$ cat src/rtl/lsa_pkg.sv
// ----------------------------------------------------------------------------
// lsa_pkg
// Shared types and constants for the lottery slot arbiter.
// ----------------------------------------------------------------------------
`timescale 1ns / 1ps

package lsa_pkg;

    // fixed field widths
    localparam int unsigned SLOT_W = 6;
    localparam int unsigned TCNT_W = 16;
    localparam int unsigned MASK_W = 64;
    localparam int unsigned DRAW_W = 10;
    localparam int unsigned LCG_W  = 32;
    localparam int unsigned STEP_W = 6;

    // generator and draw constants
    localparam logic [LCG_W-1:0]  LCG_MUL       = 32'd38;
    localparam logic [LCG_W-1:0]  LCG_ADD       = 32'd2;
    localparam logic [DRAW_W-1:0] DRAW_MOD      = 10'd1007;
    localparam int unsigned       RESET_TICKETS = 10;

    // 2^DRAW_W minus the draw modulus, weight of the bits above DRAW_W
    localparam logic [LCG_W-1:0]  DRAW_FOLD     = 32'd17;

    // transaction modes
    localparam logic MODE_SET  = 1'b0;
    localparam logic MODE_DRAW = 1'b1;

    typedef struct packed {
        logic              mode;
        logic [SLOT_W-1:0] slot;
        logic [TCNT_W-1:0] ticket_count;
        logic [MASK_W-1:0] runnable_mask;
    } in_t;

    typedef struct packed {
        logic              grant_valid;
        logic [SLOT_W-1:0] grant_slot;
        logic [DRAW_W-1:0] draw_value;
    } out_t;

    // ticket memory ports
    typedef struct packed {
        logic              en;
        logic [SLOT_W-1:0] addr;
    } mem_req_t;

    // remainder unit command
    typedef struct packed {
        logic              start;
        logic [STEP_W-1:0] steps;
        logic [LCG_W-1:0]  dividend;
    } rem_cmd_t;

    typedef enum logic [2:0] {
        ST_IDLE,
        ST_SUM,
        ST_MOD_DRAW,
        ST_MOD_TOTAL,
        ST_PICK,
        ST_DONE
    } state_t;

endpackage

$ cat src/rtl/lsa_ticket_mem.sv
// ----------------------------------------------------------------------------
// lsa_ticket_mem
// Ticket count memory, one write and one registered read per cycle; entries
// never written read as the reset ticket count.
// ----------------------------------------------------------------------------
`timescale 1ns / 1ps

module lsa_ticket_mem #(
    parameter int unsigned NUM_SLOTS   = 64,
    parameter int unsigned TICKET_BITS = 16
) (
    input  logic                   aclk,
    input  logic                   aresetn,
    input  lsa_pkg::mem_req_t      wr,
    input  logic [TICKET_BITS-1:0] wdata,
    input  lsa_pkg::mem_req_t      rd,
    output logic [TICKET_BITS-1:0] rdata
);

    localparam int unsigned IDX_W = (NUM_SLOTS > 1) ? $clog2(NUM_SLOTS) : 1;

    logic [TICKET_BITS-1:0] ticket_mem [NUM_SLOTS];
    logic [NUM_SLOTS-1:0]   written_reg;
    logic [TICKET_BITS-1:0] q_reg;
    logic                   hit_reg;
    logic [IDX_W-1:0]       wr_idx;
    logic [IDX_W-1:0]       rd_idx;

    assign wr_idx = wr.addr[IDX_W-1:0];
    assign rd_idx = rd.addr[IDX_W-1:0];

    // storage array and registered read
    always_ff @(posedge aclk) begin
        if (wr.en) begin
            ticket_mem[wr_idx] <= wdata;
        end
        if (rd.en) begin
            q_reg <= ticket_mem[rd_idx];
        end
    end

    // per-entry written flags, cleared by reset
    always_ff @(posedge aclk) begin
        if (!aresetn) begin
            written_reg <= '0;
            hit_reg     <= 1'b0;
        end else begin
            if (wr.en) begin
                written_reg[wr_idx] <= 1'b1;
            end
            if (rd.en) begin
                hit_reg <= written_reg[rd_idx];
            end
        end
    end

    assign rdata = hit_reg ? q_reg : TICKET_BITS'(lsa_pkg::RESET_TICKETS);

endmodule

$ cat src/rtl/lsa_rem_unit.sv
// ----------------------------------------------------------------------------
// lsa_rem_unit
// Restoring remainder unit, one dividend bit per cycle, for the modulo of
// the drawn value by the ticket total.
// ----------------------------------------------------------------------------
`timescale 1ns / 1ps

module lsa_rem_unit #(
    parameter int unsigned DIV_W = 22
) (
    input  logic                aclk,
    input  logic                aresetn,
    input  lsa_pkg::rem_cmd_t   cmd,
    input  logic [DIV_W-1:0]    divisor,
    output logic                busy,
    output logic [DIV_W-1:0]    rem
);

    logic                              busy_reg,  busy_next;
    logic [lsa_pkg::STEP_W-1:0]        cnt_reg,   cnt_next;
    logic [lsa_pkg::LCG_W-1:0]         dvd_reg,   dvd_next;
    logic [DIV_W-1:0]                  div_reg,   div_next;
    logic [DIV_W-1:0]                  rem_reg,   rem_next;
    logic [DIV_W:0]                    trial;
    logic [DIV_W:0]                    diff;

    // one shift-compare-subtract step
    always_comb begin
        trial     = {rem_reg, dvd_reg[lsa_pkg::LCG_W-1]};
        diff      = trial - {1'b0, div_reg};
        busy_next = busy_reg;
        cnt_next  = cnt_reg;
        dvd_next  = dvd_reg;
        div_next  = div_reg;
        rem_next  = rem_reg;
        if (cmd.start) begin
            busy_next = 1'b1;
            cnt_next  = cmd.steps;
            dvd_next  = cmd.dividend;
            div_next  = divisor;
            rem_next  = '0;
        end else if (busy_reg) begin
            dvd_next = {dvd_reg[lsa_pkg::LCG_W-2:0], 1'b0};
            rem_next = (trial >= {1'b0, div_reg}) ? diff[DIV_W-1:0] : trial[DIV_W-1:0];
            cnt_next = cnt_reg - 1'b1;
            if (cnt_reg == lsa_pkg::STEP_W'(1)) begin
                busy_next = 1'b0;
            end
        end
    end

    always_ff @(posedge aclk) begin
        if (!aresetn) begin
            busy_reg <= 1'b0;
        end else begin
            busy_reg <= busy_next;
        end
    end

    always_ff @(posedge aclk) begin
        cnt_reg <= cnt_next;
        dvd_reg <= dvd_next;
        div_reg <= div_next;
        rem_reg <= rem_next;
    end

    assign busy = busy_reg;
    assign rem  = rem_reg;

endmodule

$ cat src/rtl/lottery_slot_arbiter_core.sv
// ----------------------------------------------------------------------------
// lottery_slot_arbiter_core
// Lottery arbiter over a set of slots with per-slot ticket counts.
// ----------------------------------------------------------------------------
// Input channel (s_valid/s_ready/s_payload): a set transaction (mode 0)
// writes one slot's ticket count and gives no result; a draw transaction
// (mode 1) carries the runnable mask and gives exactly one result.
// Result channel (m_valid/m_ready/m_payload): grant_valid, grant_slot and the
// drawn ticket number; a zero ticket total gives a result with no grant.
// A draw walks the ticket memory twice through its single read port (the
// second walk stops at the winner) and runs a serial modulo by the total
// between the two walks. The modulo by 1007 folds the generator value
// alongside the first walk. One transaction is worked on at a time;
// s_ready is high whenever the arbiter is idle.
// The result sits in an output register, so the next transaction is taken
// while a result waits for m_ready; a further draw waits at its end until
// the register frees up.
// Reset sets every ticket count to 10 and the generator to zero at once.
// ----------------------------------------------------------------------------
`timescale 1ns / 1ps

module lottery_slot_arbiter_core #(
    parameter int unsigned NUM_SLOTS   = 64,
    parameter int unsigned TICKET_BITS = 16
) (
    input  logic          aclk,
    input  logic          aresetn,
    input  logic          s_valid,
    output logic          s_ready,
    input  lsa_pkg::in_t  s_payload,
    output logic          m_valid,
    input  logic          m_ready,
    output lsa_pkg::out_t m_payload
);

    localparam int unsigned IDX_W   = (NUM_SLOTS > 1) ? $clog2(NUM_SLOTS) : 1;
    localparam int unsigned CNT_W   = $clog2(NUM_SLOTS + 1);
    localparam int unsigned TOTAL_W = TICKET_BITS + IDX_W;
    localparam int unsigned DIV_W   = (TOTAL_W > lsa_pkg::DRAW_W) ? TOTAL_W : lsa_pkg::DRAW_W;
    localparam int unsigned EXT_W   = (TICKET_BITS > lsa_pkg::TCNT_W) ? TICKET_BITS
                                                                        : lsa_pkg::TCNT_W;

    lsa_pkg::state_t          state_reg,  state_next;
    logic [CNT_W-1:0]         cnt_reg,    cnt_next;
    logic                     rd_vld_reg, rd_vld_next;
    logic [IDX_W-1:0]         rd_idx_reg, rd_idx_next;
    logic [NUM_SLOTS-1:0]     mask_reg,   mask_next;
    logic [TOTAL_W-1:0]       total_reg,  total_next;
    logic [TOTAL_W-1:0]       run_reg,    run_next;
    logic [lsa_pkg::DRAW_W-1:0] draw_reg, draw_next;
    logic [lsa_pkg::LCG_W-1:0]  lcg_reg,  lcg_next;
    logic [lsa_pkg::LCG_W-1:0]  red_reg,  red_next;
    lsa_pkg::out_t            res_reg,    res_next;
    logic                     m_valid_reg, m_valid_next;
    lsa_pkg::out_t            m_payload_reg, m_payload_next;

    lsa_pkg::mem_req_t        mem_wr;
    lsa_pkg::mem_req_t        mem_rd;
    logic [EXT_W-1:0]         tcnt_ext;
    logic [TICKET_BITS-1:0]   mem_wdata;
    logic [TICKET_BITS-1:0]   mem_rdata;
    lsa_pkg::rem_cmd_t        rem_cmd;
    logic [DIV_W-1:0]         rem_divisor;
    logic                     rem_busy;
    logic [DIV_W-1:0]         rem_res;

    logic                     s_accept;
    logic                     issue;
    logic                     take;
    logic [TOTAL_W-1:0]       run_sum;

    assign s_accept  = s_valid && s_ready;
    assign tcnt_ext  = EXT_W'(s_payload.ticket_count);
    assign mem_wdata = tcnt_ext[TICKET_BITS-1:0];

    // ticket write from a set transaction, slots past the end are dropped
    always_comb begin
        mem_wr.en   = s_accept && (s_payload.mode == lsa_pkg::MODE_SET)
                      && (s_payload.slot < lsa_pkg::SLOT_W'(NUM_SLOTS - 1) + 1'b1
                          || NUM_SLOTS > (1 << lsa_pkg::SLOT_W) - 1);
        mem_wr.addr = s_payload.slot;
    end

    lsa_ticket_mem #(
        .NUM_SLOTS   (NUM_SLOTS),
        .TICKET_BITS (TICKET_BITS)
    ) u_ticket_mem (
        .aclk    (aclk),
        .aresetn (aresetn),
        .wr      (mem_wr),
        .wdata   (mem_wdata),
        .rd      (mem_rd),
        .rdata   (mem_rdata)
    );

    lsa_rem_unit #(
        .DIV_W (DIV_W)
    ) u_rem_unit (
        .aclk    (aclk),
        .aresetn (aresetn),
        .cmd     (rem_cmd),
        .divisor (rem_divisor),
        .busy    (rem_busy),
        .rem     (rem_res)
    );

    // memory walk: one read issued per cycle, data in the next cycle
    assign take    = rd_vld_reg && mask_reg[rd_idx_reg];
    assign run_sum = run_reg + (take ? TOTAL_W'(mem_rdata) : '0);

    // generator value reduced mod 1007, one fold of the high bits per cycle, then a subtraction of 1007
    always_comb begin
        red_next = red_reg;
        if (s_accept && s_payload.mode == lsa_pkg::MODE_DRAW) begin
            red_next = lcg_next;
        end else if (red_reg[lsa_pkg::LCG_W-1:lsa_pkg::DRAW_W] != '0) begin
            red_next = (red_reg >> lsa_pkg::DRAW_W) * lsa_pkg::DRAW_FOLD
                       + lsa_pkg::LCG_W'(red_reg[lsa_pkg::DRAW_W-1:0]);
        end else if (red_reg >= lsa_pkg::LCG_W'(lsa_pkg::DRAW_MOD)) begin
            red_next = red_reg - lsa_pkg::LCG_W'(lsa_pkg::DRAW_MOD);
        end
    end

    // sequencer: next state and datapath controls
    always_comb begin
        state_next     = state_reg;
        cnt_next       = cnt_reg;
        mask_next      = mask_reg;
        total_next     = total_reg;
        run_next       = run_reg;
        draw_next      = draw_reg;
        lcg_next       = lcg_reg;
        res_next       = res_reg;
        m_valid_next   = m_valid_reg && !m_ready;
        m_payload_next = m_payload_reg;
        s_ready        = 1'b0;
        issue          = 1'b0;
        rem_cmd        = '0;
        rem_divisor    = DIV_W'(total_reg);

        case (state_reg)
            lsa_pkg::ST_IDLE: begin
                s_ready = 1'b1;
                if (s_accept && s_payload.mode == lsa_pkg::MODE_DRAW) begin
                    lcg_next         = lsa_pkg::LCG_W'(lcg_reg * lsa_pkg::LCG_MUL)
                                       + lsa_pkg::LCG_ADD;
                    mask_next        = s_payload.runnable_mask[NUM_SLOTS-1:0];
                    cnt_next         = '0;
                    total_next       = '0;
                    state_next       = lsa_pkg::ST_SUM;
                end
            end

            lsa_pkg::ST_SUM: begin
                issue = (cnt_reg < CNT_W'(NUM_SLOTS));
                if (issue) begin
                    cnt_next = cnt_reg + 1'b1;
                end
                if (take) begin
                    total_next = total_reg + TOTAL_W'(mem_rdata);
                end
                if (rd_vld_reg && rd_idx_reg == IDX_W'(NUM_SLOTS - 1)) begin
                    state_next = lsa_pkg::ST_MOD_DRAW;
                end
            end

            lsa_pkg::ST_MOD_DRAW: begin
                if (!rem_busy && red_reg < lsa_pkg::LCG_W'(lsa_pkg::DRAW_MOD)) begin
                    if (total_reg == '0) begin
                        res_next   = '0;
                        state_next = lsa_pkg::ST_DONE;
                    end else begin
                        rem_cmd.start    = 1'b1;
                        rem_cmd.steps    = lsa_pkg::STEP_W'(lsa_pkg::DRAW_W);
                        rem_cmd.dividend = {red_reg[lsa_pkg::DRAW_W-1:0],
                                            {(lsa_pkg::LCG_W - lsa_pkg::DRAW_W){1'b0}}};
                        rem_divisor      = DIV_W'(total_reg);
                        state_next       = lsa_pkg::ST_MOD_TOTAL;
                    end
                end
            end

            lsa_pkg::ST_MOD_TOTAL: begin
                if (!rem_busy) begin
                    draw_next  = rem_res[lsa_pkg::DRAW_W-1:0] + 1'b1;
                    cnt_next   = '0;
                    run_next   = '0;
                    state_next = lsa_pkg::ST_PICK;
                end
            end

            lsa_pkg::ST_PICK: begin
                if (take && DIV_W'(run_sum) >= DIV_W'(draw_reg)) begin
                    res_next.grant_valid = 1'b1;
                    res_next.grant_slot  = lsa_pkg::SLOT_W'(rd_idx_reg);
                    res_next.draw_value  = draw_reg;
                    state_next           = lsa_pkg::ST_DONE;
                end else begin
                    issue    = (cnt_reg < CNT_W'(NUM_SLOTS));
                    run_next = run_sum;
                    if (issue) begin
                        cnt_next = cnt_reg + 1'b1;
                    end
                end
            end

            lsa_pkg::ST_DONE: begin
                if (!m_valid_reg || m_ready) begin
                    m_valid_next   = 1'b1;
                    m_payload_next = res_reg;
                    state_next     = lsa_pkg::ST_IDLE;
                end
            end

            default: begin
                state_next = lsa_pkg::ST_IDLE;
            end
        endcase

        rd_vld_next = issue;
        rd_idx_next = cnt_reg[IDX_W-1:0];
        mem_rd.en   = issue;
        mem_rd.addr = lsa_pkg::SLOT_W'(cnt_reg[IDX_W-1:0]);
    end

    // control state
    always_ff @(posedge aclk) begin
        if (!aresetn) begin
            state_reg   <= lsa_pkg::ST_IDLE;
            rd_vld_reg  <= 1'b0;
            m_valid_reg <= 1'b0;
            lcg_reg     <= '0;
        end else begin
            state_reg   <= state_next;
            rd_vld_reg  <= rd_vld_next;
            m_valid_reg <= m_valid_next;
            lcg_reg     <= lcg_next;
        end
    end

    // datapath registers
    always_ff @(posedge aclk) begin
        cnt_reg       <= cnt_next;
        rd_idx_reg    <= rd_idx_next;
        mask_reg      <= mask_next;
        total_reg     <= total_next;
        run_reg       <= run_next;
        draw_reg      <= draw_next;
        red_reg       <= red_next;
        res_reg       <= res_next;
        m_payload_reg <= m_payload_next;
    end

    assign m_valid   = m_valid_reg;
    assign m_payload = m_payload_reg;

endmodule

$ cat config.mk
export PLATFORM = sky130hd
export DESIGN_NAME = lottery_slot_arbiter_core
export DESIGN_NICKNAME = d
export VERILOG_FILES = /design/src/rtl/lsa_pkg.sv /design/src/rtl/lsa_ticket_mem.sv /design/src/rtl/lsa_rem_unit.sv /design/src/rtl/lottery_slot_arbiter_core.sv
export SDC_FILE = /design/constraint.sdc
export NUM_CORES = 2
export LEC_CHECK = 0
export BUFFER_PORTS_ARGS = -buffer_cell sky130_fd_sc_hd__buf_2
export CORE_ASPECT_RATIO = 1.1
export CORE_MARGIN = 10
export CORE_UTILIZATION = 60
export CTS_BUF_LIST = sky130_fd_sc_hd__clkbuf_16
export CTS_CLUSTER_DIAMETER = 120
export DETAILED_ROUTE_END_ITERATION = 8
export PLACE_DENSITY = 0.87
export SLEW_MARGIN = 15
export SYNTH_ARGS = -nofsm -noshare
export SYNTH_HDL_FRONTEND = slang
export SYNTH_HIERARCHICAL = 1
export SYNTH_SLANG_ARGS = --single-unit
$ cat constraint.sdc
create_clock -name aclk -period 7.6 [get_ports aclk]
set_input_delay 0.76 -clock aclk [delete_from_list [all_inputs] [get_ports aclk]]
set_output_delay 0.76 -clock aclk [all_outputs]
set_load 0.01 [all_outputs]
---- Word-level counts from Yosys, hierarchy flattened ----
Memories as Yosys holds them, arrays and structs flattened. A register that Yosys moved wholly into a read port is not among the register bits.
Index checks and enable logic that the tools add are counted.
storage, ports and cells
  bits in registers ....................... 382
  memory bits (writable) .................. 1024
  input bits .............................. 91
  output and inout bits ................... 19
  logic and storage cells ................. 148
  memories kept ........................... 1
memories
  memory                   depth  bits a word  rd ports  clocked after memory_dff  wr ports  RTL line              source
  u_ticket_mem.ticket_mem  64     16           1         1                         1         lsa_ticket_mem.sv:22  logic [TICKET_BITS-1:0] ticket_mem [NUM_SLOTS];
cells by class
  add/subtract/negate cells ............... 9
  multipliers ............................. 2
  order comparisons ....................... 9
  equality and inequality tests ........... 16
  multiplexer cells ....................... 54
  bitwise logic cells ..................... 3
  reductions and logical operators ........ 30
operators by type and width
  kind                                                                      number
  32-bit 2-to-1 mux                                                         7
  39-bit 2-to-1 mux                                                         3
  22-bit 2-to-1 mux                                                         5
  22-bit one-hot mux with 2 select lines                                    2
  64-bit OR                                                                 1
  17-bit 2-to-1 mux                                                         3
  22-bit by 16-bit adder with 22-bit output                                 2
  17-bit one-hot mux with 2 select lines                                    1
  32-bit by 2-bit adder with 32-bit output (second input constant)          1
  32-bit by 10-bit >= comparator with 1-bit output (second input constant)  1
  32-bit by 10-bit < comparator with 1-bit output (second input constant)   1
  32-bit by 5-bit multiplier with 31-bit output (second input constant)     1
  16-bit 2-to-1 mux                                                         2
  32-bit by 10-bit subtractor with 32-bit output (second input constant)    1
  27-bit by 10-bit adder with 28-bit output                                 1
  7-bit 2-to-1 mux                                                          4
  7-bit one-hot mux with 4 select lines                                     1
  22-bit by 5-bit multiplier with 27-bit output (second input constant)     1
  23-bit by 22-bit >= comparator with 1-bit output                          1
  22-bit by 10-bit >= comparator with 1-bit output                          1
  22-bit zero test                                                          1
  22-bit nonzero test                                                       1
  22-bit subtractor                                                         1
  6-bit by 7-bit < comparator with 1-bit output (second input constant)     3
  other kinds (30)                                                          77

---- Logic depth before layout (Yosys ltp) ----
  word-level depth ........................ 9
  gate-level depth with buffers ........... 27

---- Hierarchy ----
The synthesis kept the hierarchy.
by module, submodules not included
  module                     times used  cells each  area an instance (um^2)  sequential area each (um^2)
  lsa_ticket_mem             1           1781        42146.7                  32531.2
  lottery_slot_arbiter_core  1           1713        16981.3                  6576.3
  lsa_rem_unit               1           432         4654.5                   2262.2

---- Worst setup path before layout ----
No wires, ideal clock.
  path kind ............................... reg-to-reg
  from .................................... register rd_idx_reg[0]
  to ...................................... register u_ticket_mem.hit_reg
  data arrival time ....................... 6772 ps
  required time ........................... 7484 ps
  slack ................................... 712 ps
  stages on the path, launching flop included .. 24
  path buffers ............................ 3
  clock period less this slack ............ 6888 ps
  cell sequence ........................... dfxtp_1 clkbuf_1 buf_2 mux4_2 mux4_2 mux2i_1 nand2_1 o211a_1 clkbuf_1 and2_1 ha_1 a2111oi_1 a21oi_1 xor2_1 ha_1 a21o_1 a21oi_1 and4_1 o311ai_1 o31ai_1 nand2_1 a21oi_1 and3b_1 a41o_1
between the ends
  word-level cells in the longest chain between the ends .. 9
RTL lines
  element                                           RTL line                          source
  start: declaration                                lottery_slot_arbiter_core.sv:46   logic [IDX_W-1:0] rd_idx_reg, rd_idx_next;
  start signal: assignment                          lottery_slot_arbiter_core.sv:244  rd_idx_reg <= rd_idx_next;
  1-bit binary-select mux with 6-bit select         lottery_slot_arbiter_core.sv:108  assign take = rd_vld_reg && mask_reg[rd_idx_reg];
  1-bit 2-to-1 mux (implied by the code)            lottery_slot_arbiter_core.sv:108
  1-bit logical AND                                 lottery_slot_arbiter_core.sv:108
  16-bit 2-to-1 mux                                 lottery_slot_arbiter_core.sv:109  assign run_sum = run_reg + (take ? TOTAL_W'(mem_rdata) : '0);
  22-bit by 16-bit adder with 22-bit output         lottery_slot_arbiter_core.sv:109
  via run_sum[8]                                    lottery_slot_arbiter_core.sv:70   logic [TOTAL_W-1:0] run_sum;
  22-bit by 10-bit >= comparator with 1-bit output  lottery_slot_arbiter_core.sv:193  if (take && DIV_W'(run_sum) >= DIV_W'(draw_reg)) begin
  1-bit logical AND                                 lottery_slot_arbiter_core.sv:193
  1-bit 2-to-1 mux                                  lottery_slot_arbiter_core.sv:193
  1-bit one-hot mux with 2 select lines             lottery_slot_arbiter_core.sv:141  case (state_reg)
  via issue                                         lottery_slot_arbiter_core.sv:68   logic issue;
  end signal: assignment                            lsa_ticket_mem.sv:52              hit_reg <= written_reg[rd_idx];
  end: declaration                                  lsa_ticket_mem.sv:25              logic hit_reg;
The timed path passes the listed nets, and every way through them passes these cells. The select of a mux whose other input is x is not followed.
A chain may end at the register's enable or synchronous reset.

---- Final worst setup path ----
  from .................................... register rd_idx_reg[0]
  to ...................................... register u_ticket_mem.q_reg[2] (read register of u_ticket_mem.ticket_mem), enable pin
between the ends
  word-level cells in the longest chain between the ends .. 9
RTL lines
  element                                           RTL line                          source
  1-bit binary-select mux with 6-bit select         lottery_slot_arbiter_core.sv:108
  1-bit 2-to-1 mux (implied by the code)            lottery_slot_arbiter_core.sv:108
  1-bit logical AND                                 lottery_slot_arbiter_core.sv:108
  16-bit 2-to-1 mux                                 lottery_slot_arbiter_core.sv:109
  22-bit by 16-bit adder with 22-bit output         lottery_slot_arbiter_core.sv:109
  via run_sum[6]                                    lottery_slot_arbiter_core.sv:70
  22-bit by 10-bit >= comparator with 1-bit output  lottery_slot_arbiter_core.sv:193
  1-bit logical AND                                 lottery_slot_arbiter_core.sv:193
  1-bit 2-to-1 mux                                  lottery_slot_arbiter_core.sv:193
  1-bit one-hot mux with 2 select lines             lottery_slot_arbiter_core.sv:141
  via issue                                         lottery_slot_arbiter_core.sv:68
  end: declaration                                  lsa_ticket_mem.sv:24              logic [TICKET_BITS-1:0] q_reg;
The timed path passes the listed nets, and every way through them passes these cells. The select of a mux whose other input is x is not followed.

==> impl_results.md <==
- Area growth from synthesis to layout: 11.3%
- Worst reg2reg endpoint: u_ticket_mem/q_reg[2]
- Unique masters post-synth: 100
- Buffers on Ports: 109
- CP arrival: 7220 ps
- DR WL/cell: 30.1 um
- Hold Path Depth: 1
- RSZ-0062 raised after global routing: no
- Area leader, netlist: edfxtp_1
- CTS H-tree depth: 4
- Hold worst-path end: mask_reg[48]
- Most frequent cells in the layout: edfxtp_1 (1291), mux4_2 (361), inv_1 (260)
- Vias in the first global route: 38528
- Crit share post-route: 89.0%
- Drt pass-1 iters: 9
- CTS max path bufs: 3
- Flop-to-flop setup slack: 840 ps
- Clock net sink count: 1421
- Worst min-delay path category: primary input to register
- Filler Cell Count: 6504
- Net Sw Power: 5930 uW
- Final setup vio count: 0
- WHS: 171 ps
- DIE HEIGHT: 362 um
- Share of flip-flops with an asynchronous set or reset: 0%
- CP Data Required Time: 8060 ps
- Gate Count Post-Synth: 3926
- Hold buffers post-CTS: 0
- DR iter-0 viols: 5287
- Worst r2r src: rd_idx_reg[0]
- First-pass GRT wire length: 253000 um
- Setup TNS: 0 ps
- Most frequent CP cell: buf_4
- Gpl congestion: 0.870
- FF+latch count, synth: 1421
- Reg2Reg Depth: 25
- Post-CTS Setup Inserts: 0
- CTS Buf Count: 141
- Total GRT Usage: 28.4%
- Final hold violations: 0
- Worst hold start: s_payload[48]
- Die footprint: 0.120 sq mm
- Vias post-DR: 38566
- EDFF count, synth: 1291
- Main synth FF type: edfxtp_1
- CP max stage cell: mux4_2
- Final Skew: 59.5 ps
- Largest net degree at the start of global routing: 145
- Startpoint Class: register
- Maximum clock rate: 0.148 GHz
- Final Max Slew Viols: 0
- Worst setup EP type: register
- Yosys warning count: 6
- FP Rows: 125
- Synth top area share: 60.8%
- LEAKAGE: 0.0249 uW
- Clock Pin Slew Worst Setup and Hold Paths: 60 ps
- GRT overflow: 0
- Final HPWL from detailed placement: 96700 um
- Syn Area/Cell: 16.2 sq um
- Post-layout util: 67.3%
- Clk pwr share: 34.7%
- Post_cts resized: 0
- WP buf/inv: 4
- Critical path class: register to register
- Layout cells sized above 1: 20.7%
- Final net count: 4457
- Root Buffer: clkbuf_16
- Status: completed
- Pint: 14600 uW
- Power Dens Cells: 290 mW/mm^2
- CP Max Fanout: 18
- Critical Path Max Stage Delay: 560 ps
- Routed WL: 170000 um
- Logic pwr share: 21.7%
- Die Wd: 331 um
- Sequential area share after synthesis: 64.9%
- Top delay family on crit path: compound AO/OA/AOI/OAI gates
- Max-cap violations: 0
- Vias per cell: 6.82
- Fin crit period: 6760 ps
- Max reg flops: 1024
- CORE AREA: 0.106 sq mm
- Slew HR: 24.5%
- CTS tree: done
- Initial Util: 60.4%
- Worst VDD drop: 312 uV
- Switching part of the total power: 28.8%
- Commonest non-fill, non-tap cell in the layout: edfxtp_1
- Antenna viol nets, final: 0
- Cells taking the most area after synthesis: edfxtp_1 (61%), mux4_2 (13%), dfxtp_1 (4.1%)
- I/O pins: 110
- Netlist Area Pre-Place: 0.0638 sq mm
- Worst Tran Pin Value: 1120 ps
- Sequential share of power: 43.7%
- Worst-skew pair later-pin latency: 800 ps
- Number of remaining DRC errors: 0
- Antenna violations before repair: 21
area by class of cell:
cell class	count	area, sq um	share of cell area [%]
antenna	8	20.0	0.0282
clock buffer	141	3530	4.97
clock inverter	117	1170	1.65
inverter	240	903	1.27
multi-input combinational	2121	20900	29.4
sequential	1421	41400	58.3
tap	1397	1750	2.46
timing repair buffer	211	1390	1.96
power by group through the flow:
stage               registers [uW]  logic [uW]  clock network (uW)
floorplan                     9060        3170                   0
CTS                           8980        4380                7180
global placement              9130        4140                   0
finish                        8980        4460                7130
detailed placement            9140        4260                   0
global route                  9000        4840                7450
Yosys cell counts (all sizes together) (61+ instances only):
library cell and n:
edfxtp 1291, mux4 361, inv 240, nor2 228, ha 194, a21oi 143
nand2 142, dfxtp 130, clkbuf 105, o21ai 100, xnor2 82, o21a 79
buf 64, and2 62, nand3 61
worst max-delay path by stage:
stage,slack (ps),start,to,cells after the start
2_1_floorplan,710,rd_idx_reg[0],u_ticket_mem/hit_reg,23
3_3_place_gp,970,rd_idx_reg[0],u_ticket_mem/q_reg[10],25
3_5_place_dp,840,rd_idx_reg[0],u_ticket_mem/q_reg[9],25
4_1_cts,800,rd_idx_reg[0],u_ticket_mem/q_reg[0],25
5_1_grt,400,rd_idx_reg[0],u_ticket_mem/q_reg[7],25
6_report,840,rd_idx_reg[0],u_ticket_mem/q_reg[2],25
cell families (layout without fill, tap and decap cells):
family	count (synthesis)	in the layout	synth area share (%)
compound gates	572	572	6.15
xor+xnor	126	126	1.73
fa+ha+maj	230	230	4.94
buf+inv	409	709	2.61
flops	1421	1421	64.9
mux	429	429	13.9
other cells	1	34	0.00588
simple gates	738	738	5.80
per-layer routing:
metal / wire length, um / vias to the layer above / GRT usage [%]
li1: - / 15804 / -
met1: 58500 / 19237 / 35.7
met2: 83400 / 2810 / 45.8
met3: 18300 / 689 / 7.29
met4: 9930 / 26 / 14.1
met5: 180 / - / 0
stage by stage:
stage	setup WS, ps	cell area, sq um	total power (uW)	cells
finish	837	71000	20600	5656
global route	396	71000	21300	5649
CTS	800	71000	20500	5648
detailed placement	844	66300	13400	5390
global placement	966	66300	13300	5390
floorplan	712	63900	12200	3951
(Power assumes the default switching activity.)
